**src/rtl/jcwt_pkg.sv**
```systemverilog
// Package for the job completion window tracker.
// Holds field widths, status/mode/command codes and the controller-datapath structs.
// No dependencies.
package jcwt_pkg;

	localparam int unsigned JCWT_WINDOW = 64;
	localparam int unsigned ID_W        = 24;
	localparam int unsigned BASE_W      = 25;

	localparam logic CMD_ACQUIRE  = 1'b0;
	localparam logic CMD_REGISTER = 1'b1;

	localparam logic [1:0] ST_OK        = 2'd0;
	localparam logic [1:0] ST_EXHAUSTED = 2'd1;
	localparam logic [1:0] ST_FULL      = 2'd2;
	localparam logic [1:0] ST_BAD_ID    = 2'd3;

	localparam logic [1:0] MODE_NORMAL    = 2'd0;
	localparam logic [1:0] MODE_EXCEPTION = 2'd1;
	localparam logic [1:0] MODE_CANCEL    = 2'd2;

	localparam logic [ID_W-1:0] EXC_CNT_MAX = '1;

	typedef struct packed {
		logic load_in;
		logic exec;
		logic scan;
		logic load_out;
	} jcwt_cmd_t;

	typedef struct packed {
		logic scan_req;
	} jcwt_stat_t;

endpackage

```
**src/rtl/jcwt_if.sv**
```systemverilog
// Channel interfaces for the job completion window tracker: request, result, config.
// Depends on jcwt_pkg.
interface jcwt_in_if import jcwt_pkg::*; ();
	logic            valid;
	logic            ready;
	logic            command;
	logic [ID_W-1:0] job_id;
	logic            exceptional;
	logic            cancel_requested;

	modport source (output valid, command, job_id, exceptional, cancel_requested,
		input ready);
	modport sink (input valid, command, job_id, exceptional, cancel_requested,
		output ready);
endinterface

interface jcwt_out_if import jcwt_pkg::*; #(
	parameter int unsigned CNT_W = $clog2(JCWT_WINDOW + 1)
) ();
	logic              valid;
	logic              ready;
	logic [1:0]        status;
	logic [ID_W-1:0]   granted_id;
	logic              exhausted;
	logic [BASE_W-1:0] lowest_unfinished;
	logic [CNT_W-1:0]  pending_count;
	logic [ID_W-1:0]   exception_count;
	logic [ID_W-1:0]   first_exception_id;
	logic [1:0]        run_mode;

	modport source (output valid, status, granted_id, exhausted, lowest_unfinished,
		pending_count, exception_count, first_exception_id, run_mode, input ready);
	modport sink (input valid, status, granted_id, exhausted, lowest_unfinished,
		pending_count, exception_count, first_exception_id, run_mode, output ready);
endinterface

interface jcwt_cfg_if import jcwt_pkg::*; ();
	logic            valid;
	logic            ready;
	logic [ID_W-1:0] data;

	modport source (output valid, data, input ready);
	modport sink (input valid, data, output ready);
endinterface

```
**src/rtl/job_completion_window_tracker_core.sv**
```systemverilog
// Job completion window tracker: request, result and config channels.
// Result payload sits in a register in the datapath. Each request is captured, then
// executed, then goes through the base scan when the window base completes, and is
// then loaded into the result register.
// A new request is taken as soon as the previous one is loaded into the result register,
// even while that result still waits at the output. A request that finds the result
// register still full waits in the controller until the receiver takes the old result.
// The base scan is a priority search over the pending bitmap.
// Config: write job_count on the cfg channel while no request is in flight; it is always
// ready.
// Reset (arst_n low) clears the bitmap, sets next id and window base to 1, clears the
// exception state, run mode and job_count, and empties the result register.
// Depends on jcwt_pkg, jcwt_if, jcwt_ctrl and jcwt_dp.
module job_completion_window_tracker_core import jcwt_pkg::*; #(
	parameter int unsigned WINDOW = JCWT_WINDOW
) (
	input logic         clk,
	input logic         arst_n,
	jcwt_in_if.sink     job_in,
	jcwt_out_if.source  job_out,
	jcwt_cfg_if.sink    cfg
);

	localparam int unsigned CNT_W = $clog2(WINDOW + 1);

	jcwt_cmd_t  cmd;
	jcwt_stat_t stat;

	assign cfg.ready = 1'b1;

	jcwt_ctrl u_ctrl (
		.clk       (clk),
		.arst_n    (arst_n),
		.in_valid  (job_in.valid),
		.in_ready  (job_in.ready),
		.out_valid (job_out.valid),
		.out_ready (job_out.ready),
		.stat      (stat),
		.cmd       (cmd)
	);

	jcwt_dp #(
		.WINDOW (WINDOW),
		.CNT_W  (CNT_W)
	) u_dp (
		.clk                (clk),
		.arst_n             (arst_n),
		.cfg_we             (cfg.valid),
		.cfg_data           (cfg.data),
		.in_command         (job_in.command),
		.in_job_id          (job_in.job_id),
		.in_exceptional     (job_in.exceptional),
		.in_cancel          (job_in.cancel_requested),
		.cmd                (cmd),
		.stat               (stat),
		.status             (job_out.status),
		.granted_id         (job_out.granted_id),
		.exhausted          (job_out.exhausted),
		.lowest_unfinished  (job_out.lowest_unfinished),
		.pending_count      (job_out.pending_count),
		.exception_count    (job_out.exception_count),
		.first_exception_id (job_out.first_exception_id),
		.run_mode           (job_out.run_mode)
	);

endmodule

```
**src/rtl/jcwt_ctrl.sv**
```systemverilog
// Controller state machine: sequences capture, execute, base scan and result load.
// Depends on jcwt_pkg; drives jcwt_dp through jcwt_cmd_t.
module jcwt_ctrl import jcwt_pkg::*; (
	input  logic       clk,
	input  logic       arst_n,
	input  logic       in_valid,
	output logic       in_ready,
	output logic       out_valid,
	input  logic       out_ready,
	input  jcwt_stat_t stat,
	output jcwt_cmd_t  cmd
);

	localparam logic [1:0] S_IDLE = 2'd0;
	localparam logic [1:0] S_EXEC = 2'd1;
	localparam logic [1:0] S_SCAN = 2'd2;
	localparam logic [1:0] S_DONE = 2'd3;

	logic [1:0] state_q;
	logic [1:0] state_d;
	logic       out_valid_q;
	logic       out_free;

	assign out_free  = !out_valid_q || out_ready;
	assign in_ready  = (state_q == S_IDLE);
	assign out_valid = out_valid_q;

	always_comb begin
		state_d = state_q;
		cmd     = '0;
		case (state_q)
			S_IDLE: begin
				if (in_valid) begin
					cmd.load_in = 1'b1;
					state_d     = S_EXEC;
				end
			end
			S_EXEC: begin
				cmd.exec = 1'b1;
				state_d  = stat.scan_req ? S_SCAN : S_DONE;
			end
			S_SCAN: begin
				cmd.scan = 1'b1;
				state_d  = S_DONE;
			end
			S_DONE: begin
				// hold the result until the output register frees up
				if (out_free) begin
					cmd.load_out = 1'b1;
					state_d      = S_IDLE;
				end
			end
			default: begin
				state_d = S_IDLE;
			end
		endcase
	end

	always_ff @(posedge clk or negedge arst_n) begin
		if (!arst_n) begin
			state_q     <= S_IDLE;
			out_valid_q <= 1'b0;
		end else begin
			state_q <= state_d;
			if (cmd.load_out) begin
				out_valid_q <= 1'b1;
			end else if (out_ready) begin
				out_valid_q <= 1'b0;
			end
		end
	end

endmodule

```
**src/rtl/jcwt_dp.sv**
```systemverilog
// Datapath: id counters, pending bitmap, run mode, base scan and result register.
// Depends on jcwt_pkg; commanded by jcwt_ctrl.
module jcwt_dp import jcwt_pkg::*; #(
	parameter int unsigned WINDOW = JCWT_WINDOW,
	parameter int unsigned CNT_W  = $clog2(WINDOW + 1)
) (
	input  logic              clk,
	input  logic              arst_n,
	input  logic              cfg_we,
	input  logic [ID_W-1:0]   cfg_data,
	input  logic              in_command,
	input  logic [ID_W-1:0]   in_job_id,
	input  logic              in_exceptional,
	input  logic              in_cancel,
	input  jcwt_cmd_t         cmd,
	output jcwt_stat_t        stat,
	output logic [1:0]        status,
	output logic [ID_W-1:0]   granted_id,
	output logic              exhausted,
	output logic [BASE_W-1:0] lowest_unfinished,
	output logic [CNT_W-1:0]  pending_count,
	output logic [ID_W-1:0]   exception_count,
	output logic [ID_W-1:0]   first_exception_id,
	output logic [1:0]        run_mode
);

	localparam int unsigned SLOT_W = (WINDOW > 1) ? $clog2(WINDOW) : 1;
	localparam logic [SLOT_W:0]     WIN_S     = (SLOT_W + 1)'(WINDOW);
	localparam logic [SLOT_W-1:0]   SLOT_LAST = SLOT_W'(WINDOW - 1);
	localparam logic [BASE_W-1:0]   WIN_B     = BASE_W'(WINDOW);

	// architectural state
	logic [ID_W-1:0]   job_count_q;
	logic [BASE_W-1:0] next_id_q;
	logic [BASE_W-1:0] base_q;
	logic [SLOT_W-1:0] next_slot_q;
	logic [SLOT_W-1:0] base_slot_q;
	logic [WINDOW-1:0] pend_q;
	logic [CNT_W-1:0]  cnt_q;
	logic [1:0]        mode_q;
	logic [ID_W-1:0]   exc_cnt_q;
	logic [ID_W-1:0]   first_bad_q;

	// captured request and per-item result
	logic              cmd_q;
	logic [ID_W-1:0]   id_q;
	logic              bad_q;
	logic              cancel_q;
	logic [1:0]        status_q;
	logic [ID_W-1:0]   granted_q;

	// result register
	logic [1:0]        out_status_q;
	logic [ID_W-1:0]   out_granted_q;
	logic              out_exh_q;
	logic [BASE_W-1:0] out_base_q;
	logic [CNT_W-1:0]  out_cnt_q;
	logic [ID_W-1:0]   out_exc_q;
	logic [ID_W-1:0]   out_first_q;
	logic [1:0]        out_mode_q;

	logic              exhausted_c;
	logic              full_c;
	logic [BASE_W-1:0] span_c;
	logic [BASE_W-1:0] id_ext;
	logic [BASE_W-1:0] off_c;
	logic              in_win;
	logic [SLOT_W:0]   slot_sum;
	logic [SLOT_W:0]   slot_wrap;
	logic [SLOT_W-1:0] reg_slot;
	logic              hit;
	logic              acq_ok;
	logic              reg_ok;
	logic [1:0]        status_c;
	logic [SLOT_W-1:0] next_slot_inc;

	logic [WINDOW-1:0] hi_mask;
	logic [SLOT_W-1:0] first_hi;
	logic [SLOT_W-1:0] first_all;
	logic              any_hi;
	logic              any_pend;
	logic [SLOT_W-1:0] found;
	logic [SLOT_W:0]   base_gap;

	// request decode
	assign exhausted_c = (mode_q != MODE_NORMAL) || (next_id_q > {1'b0, job_count_q});
	assign span_c      = next_id_q - base_q;
	assign full_c      = (span_c >= WIN_B);
	assign id_ext      = {1'b0, id_q};
	assign in_win      = (id_ext >= base_q) && (id_ext < next_id_q);
	assign off_c       = id_ext - base_q;
	assign slot_sum    = {1'b0, base_slot_q} + {1'b0, off_c[SLOT_W-1:0]};
	assign slot_wrap   = (slot_sum >= WIN_S) ? (slot_sum - WIN_S) : slot_sum;
	assign reg_slot    = slot_wrap[SLOT_W-1:0];
	assign hit         = in_win && pend_q[reg_slot];
	assign acq_ok      = (cmd_q == CMD_ACQUIRE) && !exhausted_c && !full_c;
	assign reg_ok      = (cmd_q == CMD_REGISTER) && hit;
	assign next_slot_inc = (next_slot_q == SLOT_LAST) ? '0 : next_slot_q + 1'b1;

	assign stat.scan_req = reg_ok && (id_ext == base_q);

	always_comb begin
		if (cmd_q == CMD_ACQUIRE) begin
			if (exhausted_c) begin
				status_c = ST_EXHAUSTED;
			end else if (full_c) begin
				status_c = ST_FULL;
			end else begin
				status_c = ST_OK;
			end
		end else begin
			status_c = hit ? ST_OK : ST_BAD_ID;
		end
	end

	// base scan: first pending slot at or after the base slot, wrapping round
	always_comb begin
		for (int i = 0; i < WINDOW; i++) begin
			hi_mask[i] = pend_q[i] && (SLOT_W'(i) >= base_slot_q);
		end
	end

	always_comb begin
		first_hi  = '0;
		first_all = '0;
		for (int i = WINDOW - 1; i >= 0; i--) begin
			if (hi_mask[i]) begin
				first_hi = SLOT_W'(i);
			end
			if (pend_q[i]) begin
				first_all = SLOT_W'(i);
			end
		end
	end

	assign any_hi   = |hi_mask;
	assign any_pend = |pend_q;
	assign found    = any_hi ? first_hi : first_all;
	assign base_gap = (found >= base_slot_q) ? ({1'b0, found} - {1'b0, base_slot_q})
		: ({1'b0, found} + WIN_S - {1'b0, base_slot_q});

	always_ff @(posedge clk or negedge arst_n) begin
		if (!arst_n) begin
			job_count_q <= '0;
			next_id_q   <= BASE_W'(1);
			base_q      <= BASE_W'(1);
			next_slot_q <= SLOT_W'(1 % WINDOW);
			base_slot_q <= SLOT_W'(1 % WINDOW);
			pend_q      <= '0;
			cnt_q       <= '0;
			mode_q      <= MODE_NORMAL;
			exc_cnt_q   <= '0;
			first_bad_q <= '0;
		end else begin
			if (cfg_we) begin
				job_count_q <= cfg_data;
			end
			if (cmd.exec && acq_ok) begin
				pend_q[next_slot_q] <= 1'b1;
				cnt_q               <= cnt_q + 1'b1;
				next_id_q           <= next_id_q + 1'b1;
				next_slot_q         <= next_slot_inc;
			end
			if (cmd.exec && reg_ok) begin
				pend_q[reg_slot] <= 1'b0;
				cnt_q            <= cnt_q - 1'b1;
				if (mode_q == MODE_NORMAL) begin
					if (bad_q) begin
						exc_cnt_q   <= ID_W'(1);
						first_bad_q <= id_q;
						mode_q      <= MODE_EXCEPTION;
					end else if (cancel_q) begin
						mode_q <= MODE_CANCEL;
					end
				end else if (mode_q == MODE_EXCEPTION) begin
					if (bad_q && (exc_cnt_q != EXC_CNT_MAX)) begin
						exc_cnt_q <= exc_cnt_q + 1'b1;
					end
				end
			end
			if (cmd.scan) begin
				// advance past the finished run to the next pending id, or to next_id
				if (any_pend) begin
					base_q      <= base_q + BASE_W'(base_gap);
					base_slot_q <= found;
				end else begin
					base_q      <= next_id_q;
					base_slot_q <= next_slot_q;
				end
			end
		end
	end

	always_ff @(posedge clk) begin
		if (cmd.load_in) begin
			cmd_q    <= in_command;
			id_q     <= in_job_id;
			bad_q    <= in_exceptional;
			cancel_q <= in_cancel;
		end
		if (cmd.exec) begin
			status_q  <= status_c;
			granted_q <= acq_ok ? next_id_q[ID_W-1:0] : '0;
		end
		if (cmd.load_out) begin
			out_status_q  <= status_q;
			out_granted_q <= granted_q;
			out_exh_q     <= exhausted_c;
			out_base_q    <= base_q;
			out_cnt_q     <= cnt_q;
			out_exc_q     <= exc_cnt_q;
			out_first_q   <= first_bad_q;
			out_mode_q    <= mode_q;
		end
	end

	assign status             = out_status_q;
	assign granted_id         = out_granted_q;
	assign exhausted          = out_exh_q;
	assign lowest_unfinished  = out_base_q;
	assign pending_count      = out_cnt_q;
	assign exception_count    = out_exc_q;
	assign first_exception_id = out_first_q;
	assign run_mode           = out_mode_q;

`ifndef SYNTH
	a_count_matches_bitmap: assert property (@(posedge clk) disable iff (!arst_n)
		(32'(cnt_q) == 32'($countones(pend_q))))
		else $error("pending count differs from bitmap population");

	a_base_not_past_next: assert property (@(posedge clk) disable iff (!arst_n)
		(base_q <= next_id_q))
		else $error("window base beyond next id");

	a_span_within_window: assert property (@(posedge clk) disable iff (!arst_n)
		(span_c <= WIN_B))
		else $error("window span exceeds window size");

	a_scan_only_after_base_clear: assert property (@(posedge clk) disable iff (!arst_n)
		cmd.scan |-> $past(cmd.exec && reg_ok))
		else $error("base scan without a completed base id");
`endif

endmodule

```
**src/flat_wrapper.sv**
```systemverilog
// flat-port wrapper written by rule: the top's interface ports become plain ports
module job_completion_window_tracker_core_flat import jcwt_pkg::*;
#(
	parameter int unsigned WINDOW = JCWT_WINDOW
)
  (clk, arst_n, job_in_valid, job_in_command, job_in_job_id, job_in_exceptional, job_in_cancel_requested, job_in_ready, job_out_valid, job_out_status, job_out_granted_id, job_out_exhausted, job_out_lowest_unfinished, job_out_pending_count, job_out_exception_count, job_out_first_exception_id, job_out_run_mode, job_out_ready, cfg_valid, cfg_data, cfg_ready);
  jcwt_in_if job_in_i ();
  jcwt_out_if job_out_i ();
  jcwt_cfg_if cfg_i ();
  input logic clk;
  input logic arst_n;
  input wire logic [$bits(job_in_i.valid)-1:0] job_in_valid;
  input wire logic [$bits(job_in_i.command)-1:0] job_in_command;
  input wire logic [$bits(job_in_i.job_id)-1:0] job_in_job_id;
  input wire logic [$bits(job_in_i.exceptional)-1:0] job_in_exceptional;
  input wire logic [$bits(job_in_i.cancel_requested)-1:0] job_in_cancel_requested;
  output wire logic [$bits(job_in_i.ready)-1:0] job_in_ready;
  output wire logic [$bits(job_out_i.valid)-1:0] job_out_valid;
  output wire logic [$bits(job_out_i.status)-1:0] job_out_status;
  output wire logic [$bits(job_out_i.granted_id)-1:0] job_out_granted_id;
  output wire logic [$bits(job_out_i.exhausted)-1:0] job_out_exhausted;
  output wire logic [$bits(job_out_i.lowest_unfinished)-1:0] job_out_lowest_unfinished;
  output wire logic [$bits(job_out_i.pending_count)-1:0] job_out_pending_count;
  output wire logic [$bits(job_out_i.exception_count)-1:0] job_out_exception_count;
  output wire logic [$bits(job_out_i.first_exception_id)-1:0] job_out_first_exception_id;
  output wire logic [$bits(job_out_i.run_mode)-1:0] job_out_run_mode;
  input wire logic [$bits(job_out_i.ready)-1:0] job_out_ready;
  input wire logic [$bits(cfg_i.valid)-1:0] cfg_valid;
  input wire logic [$bits(cfg_i.data)-1:0] cfg_data;
  output wire logic [$bits(cfg_i.ready)-1:0] cfg_ready;
  assign job_in_i.valid = job_in_valid;
  assign job_in_i.command = job_in_command;
  assign job_in_i.job_id = job_in_job_id;
  assign job_in_i.exceptional = job_in_exceptional;
  assign job_in_i.cancel_requested = job_in_cancel_requested;
  assign job_in_ready = job_in_i.ready;
  assign job_out_valid = job_out_i.valid;
  assign job_out_status = job_out_i.status;
  assign job_out_granted_id = job_out_i.granted_id;
  assign job_out_exhausted = job_out_i.exhausted;
  assign job_out_lowest_unfinished = job_out_i.lowest_unfinished;
  assign job_out_pending_count = job_out_i.pending_count;
  assign job_out_exception_count = job_out_i.exception_count;
  assign job_out_first_exception_id = job_out_i.first_exception_id;
  assign job_out_run_mode = job_out_i.run_mode;
  assign job_out_i.ready = job_out_ready;
  assign cfg_i.valid = cfg_valid;
  assign cfg_i.data = cfg_data;
  assign cfg_ready = cfg_i.ready;
  job_completion_window_tracker_core #(.WINDOW(WINDOW)) u_core (.clk(clk), .arst_n(arst_n), .job_in(job_in_i), .job_out(job_out_i), .cfg(cfg_i));
endmodule
```
**config.mk**
```make
export PLATFORM = sky130hd
export DESIGN_NAME = job_completion_window_tracker_core_flat
export DESIGN_NICKNAME = d
export VERILOG_FILES = /design/src/rtl/jcwt_pkg.sv /design/src/rtl/jcwt_if.sv /design/src/rtl/job_completion_window_tracker_core.sv /design/src/rtl/jcwt_ctrl.sv /design/src/rtl/jcwt_dp.sv /design/src/flat_wrapper.sv
export SDC_FILE = /design/constraint.sdc
export NUM_CORES = 1
export LEC_CHECK = 0
export BUFFER_PORTS_ARGS = -buffer_cell sky130_fd_sc_hd__buf_2
export CAP_MARGIN = 20
export CELL_PAD_IN_SITES_DETAIL_PLACEMENT = 0
export CELL_PAD_IN_SITES_GLOBAL_PLACEMENT = 1
export CORE_ASPECT_RATIO = 1.75
export CORE_MARGIN = 2
export CORE_UTILIZATION = 35
export DETAILED_ROUTE_END_ITERATION = 10
export GPL_TIMING_DRIVEN = 0
export MAX_ROUTING_LAYER = met4
export PLACE_DENSITY_LB_ADDON = 0.1
export SYNTH_ARGS = -nofsm -noshare
export SYNTH_HDL_FRONTEND = slang
export SYNTH_SLANG_ARGS = --single-unit
```
**constraint.sdc**
```tcl
create_clock -name clk -period 10.7 [get_ports clk]
set_input_delay 1.07 -clock clk [delete_from_list [all_inputs] [get_ports clk]]
set_output_delay 1.07 -clock clk [all_outputs]
set_load 0.05 [all_outputs]
```
==> flow_summary.json <==
{
  "status": "finished clean",
  "grt_pass1_vias": 19530,
  "reg2reg_slack_ps": 1210,
  "crit_type": "reg -> reg",
  "end_kind": "flop",
  "synth_flop_cell": "dfrtp_1",
  "h-tree-depth": 2,
  "rsz0062_at_grt": "no",
  "drive_gt1_share_pct": 13.87,
  "design.die.area_mm2": 0.06458,
  "synth_edf_count": 162,
  "num_rows": 121,
  "syn_nets": 2461,
  "cp.arrival_ps": 9950,
  "holdCritPathClass": "in -> async",
  "setup_viol": 0,
  "post_cts_buffers": 0,
  "hold_buffers": 0,
  "synth_area_per_cell_um2": 9.621,
  "cts-root-buf": "clkbuf_16",
  "antenna_found_initial": 2,
  "grt_pass1_wl_mm": 133.1,
  "synth.distinct_cells": 94,
  "start_util_pct": 35.23,
  "synth_area_mm2": 0.02187,
  "timing.rr.start": "u_core.u_dp.base_slot_q[0]",
  "ant_nets": 0,
  "synth_cells": 2273,
  "instances_no_fill": 3316,
  "clk_path_buf_depth": 3,
  "vdd_drop_max_v": 0.0001939,
  "total_power_w": 0.007471,
  "final_cell_area_mm2": 0.02512,
  "fin_nets": 2676,
  "numCtsBuffers": 37,
  "cts.clk_slew.worst_paths_ps": 70,
  "power_density_mw_per_mm2": 297.4,
  "multi_input_area_mm2": 0.01080,
  "place_congestion": 1.005,
  "slew_viol_final": 0,
  "cpMaxStageDelayCell": "dfstp_2",
  "fmax_mhz": 105.4,
  "io_pins": 168,
  "clk_latency_ps": 560,
  "period_minus_slack_ps": 9489,
  "grt_max_degree": 95,
  "clock_skew_ps": 24.20,
  "leakagePower_nw": 10.58,
  "utilization_pct": 40.46,
  "placedInstanceArea_mm2": 0.02388,
  "tritoncts_num_sinks": 372,
  "vias_per_cell": 5.784,
  "drcViolationCount": 0,
  "drt_iter0_markers": 1224,
  "seq_area_mm2": 0.01012,
  "reg2reg_depth": 32,
  "wl_per_cell_um": 28.10,
  "synth_seq_area_share_pct": 46.30,
  "yosys_warnings": 0,
  "drt_first_pass_iters": 5,
  "slew_headroom_pct": 18.23,
  "track_usage_pct": 29.78,
  "synthArstFlopShare_pct": 56.45,
  "post-route-period-util_pct": 88.68,
  "drv_cap": 0,
  "via_count": 19180,
  "io_buffers": 165,
  "hold_violations": 0,
  "fin_tns_setup_ps": 0,
  "cts.repair.resized": 0,
  "overflow": 0,
  "core_area_mm2": 0.06207,
  "synth_seq_cells": 372,
  "area_growth_pct": 14.85,
  "wl_mm": 93.19,
  "startpoint_type": "flop",
  "worst_pin_slew_ps": 1222,
  "cp_max_fo": 10,
  "dp.cells": 3247,
  "nFillCells": 6172,
  "die_h_um": 334.7,
  "r2r-end": "u_core.u_dp.base_q[8]",
  "cts_tree": "built",
  "max_stage_delay_ps": 750,
  "die_w_um": 193.0,
  "hpwl_mm": 74.08,
  "worst_ep_required_time_ps": 11160
}
## worst max-delay path by stage
stage                          startpoint                      to  slack, ps  cells past startpoint
4_1_cts        u_core.u_dp.base_slot_q[0]   u_core.u_dp.base_q[8]       1300                     28
5_1_grt        u_core.u_dp.base_slot_q[0]   u_core.u_dp.base_q[8]        690                     32
2_1_floorplan  u_core.u_dp.base_slot_q[0]  u_core.u_dp.base_q[21]       4800                     27
6_report       u_core.u_dp.base_slot_q[0]   u_core.u_dp.base_q[8]       1210                     32
3_3_place_gp   u_core.u_dp.base_slot_q[0]  u_core.u_dp.base_q[10]       1040                     32
3_5_place_dp   u_core.u_dp.base_slot_q[0]   u_core.u_dp.base_q[8]       1350                     28
## cell type report
class                      instances  area share (%)
antenna                            1        0.009963
buffer                           106           1.903
clock buffer                      46           4.030
clock inverter                    21          0.8518
inverter                         128           1.913
multi-input combinational       1667           43.01
sequential                       372           40.31
tap                              799           3.980
timing repair buffer             176           3.995
## report_power, final
part / internal (W) / switching (W)
sequential: 0.00187 / 0.000239
combinational: 0.00109 / 0.00289
clock: 0.000773 / 0.000600
total: 0.00374 / 0.00373
## metal layers
metal	vias up	wire length [um]	GRT usage, %
li1	8738	-	-
met1	9417	29540	26.52
met2	706	52040	56.97
met3	318	3316	2.805
met4	0	8294	21.74
met5	-	0	-
## placed cells by master, fill, tap and decap left out, types with 18 or more instances in the layout
cell / n
o22ai_1: 19
mux2_2: 30
nand3_1: 71
o211ai_1: 20
buf_2: 181
nor4_1: 23
xnor2_1: 45
clkbuf_16: 39
nor2_1: 228
and2_1: 30
o21a_1: 18
a21oi_1: 290
clkbuf_1: 76
inv_1: 125
ha_1: 125
edfxtp_1: 162
o21ai_0: 135
xor2_1: 18
nand2_1: 154
or2_2: 19
a31oi_1: 25
nand2b_1: 22
a21o_1: 31
dfrtp_1: 206
nand4_1: 33
nor3_1: 47
or3_1: 23
## synth_stat cells, types with 7 or more instances
| cell | n | area, um2 |
|---|---|---|
| or2_2 | 19 | 118.9 |
| a21oi_1 | 290 | 1451 |
| nor3_1 | 49 | 245.2 |
| o22ai_1 | 19 | 118.9 |
| nor2b_1 | 17 | 106.4 |
| a21boi_0 | 10 | 75.07 |
| nor3b_1 | 7 | 52.55 |
| nand3b_1 | 9 | 67.56 |
| a31oi_1 | 25 | 156.4 |
| and3_1 | 16 | 100.1 |
| mux2i_1 | 13 | 130.1 |
| or3_1 | 23 | 143.9 |
| o211ai_1 | 20 | 150.1 |
| clkbuf_1 | 70 | 262.8 |
| and2_1 | 32 | 200.2 |
| nor4_1 | 23 | 143.9 |
| buf_1 | 11 | 41.29 |
| nand2b_1 | 22 | 137.6 |
| nand3_1 | 71 | 355.3 |
| xor2_1 | 18 | 157.7 |
| ha_1 | 126 | 1577 |
| nor2_1 | 228 | 855.8 |
| mux2_2 | 30 | 337.8 |
| edfxtp_1 | 162 | 4865 |
| a211oi_1 | 17 | 127.6 |
| nand2_1 | 154 | 578.1 |
| o21bai_1 | 7 | 52.55 |
| o21a_1 | 18 | 135.1 |
| buf_2 | 16 | 80.08 |
| o21ai_0 | 136 | 680.7 |
| a21o_1 | 31 | 232.7 |
| o32ai_1 | 9 | 78.83 |
| nand4_1 | 33 | 206.5 |
| inv_1 | 125 | 469.2 |
| o31ai_1 | 8 | 60.06 |
| xnor2_1 | 45 | 394.1 |
| dfrtp_1 | 206 | 5155 |
| buf_6 | 7 | 78.83 |
## critical path, delay by kind of cell (launching register included)
family | cells | cell delay (ps)
AO/OA/AOI/OAI | 16 | 3530
adder cells (fa/ha/maj) | 2 | 670
buffers and inverters | 3 | 1740
flip-flops | 1 | 750
multiplexers | 1 | 280
AND/OR/NAND/NOR | 10 | 2400
## through the flow
stage | setup WS, ps | hold WS, ps
after global placement | 1043 | 401.6
after detailed placement | 1348 | 405.2
after global routing | 690.7 | 406.6
final | 1211 | 387.0
after CTS | 1299 | 384.2
after floorplan | 4801 | 400.3
## flip-flops by register name (all words and copies together) (netlist names), 24 cells and up
name,count
u_core.u_dp.granted_q,24
u_core.u_dp.exc_cnt_q,24
u_core.u_dp.exception_count,24
u_core.u_dp.job_count_q,24
u_core.u_dp.first_bad_q,24
u_core.u_dp.next_id_q,25
u_core.u_dp.pend_q,64
u_core.u_dp.id_q,24
u_core.u_dp.lowest_unfinished,25
u_core.u_dp.first_exception_id,24
u_core.u_dp.base_q,25
u_core.u_dp.granted_id,24
## logic make-up (layout without fill, tap and decap cells)
group,Yosys count,in the layout,share of synthesized area [%]
AND/OR/NAND/NOR,734,734,16.60
AO/OA/AOI/OAI,677,677,18.80
flip-flops,372,372,46.30
buffers and inverters,234,477,4.383
adder cells (fa/ha/maj),133,133,7.804
XOR/XNOR,67,67,2.849
multiplexers,55,55,3.256
other,1,2,0.01715
Power figures use the tool's default switching activity.
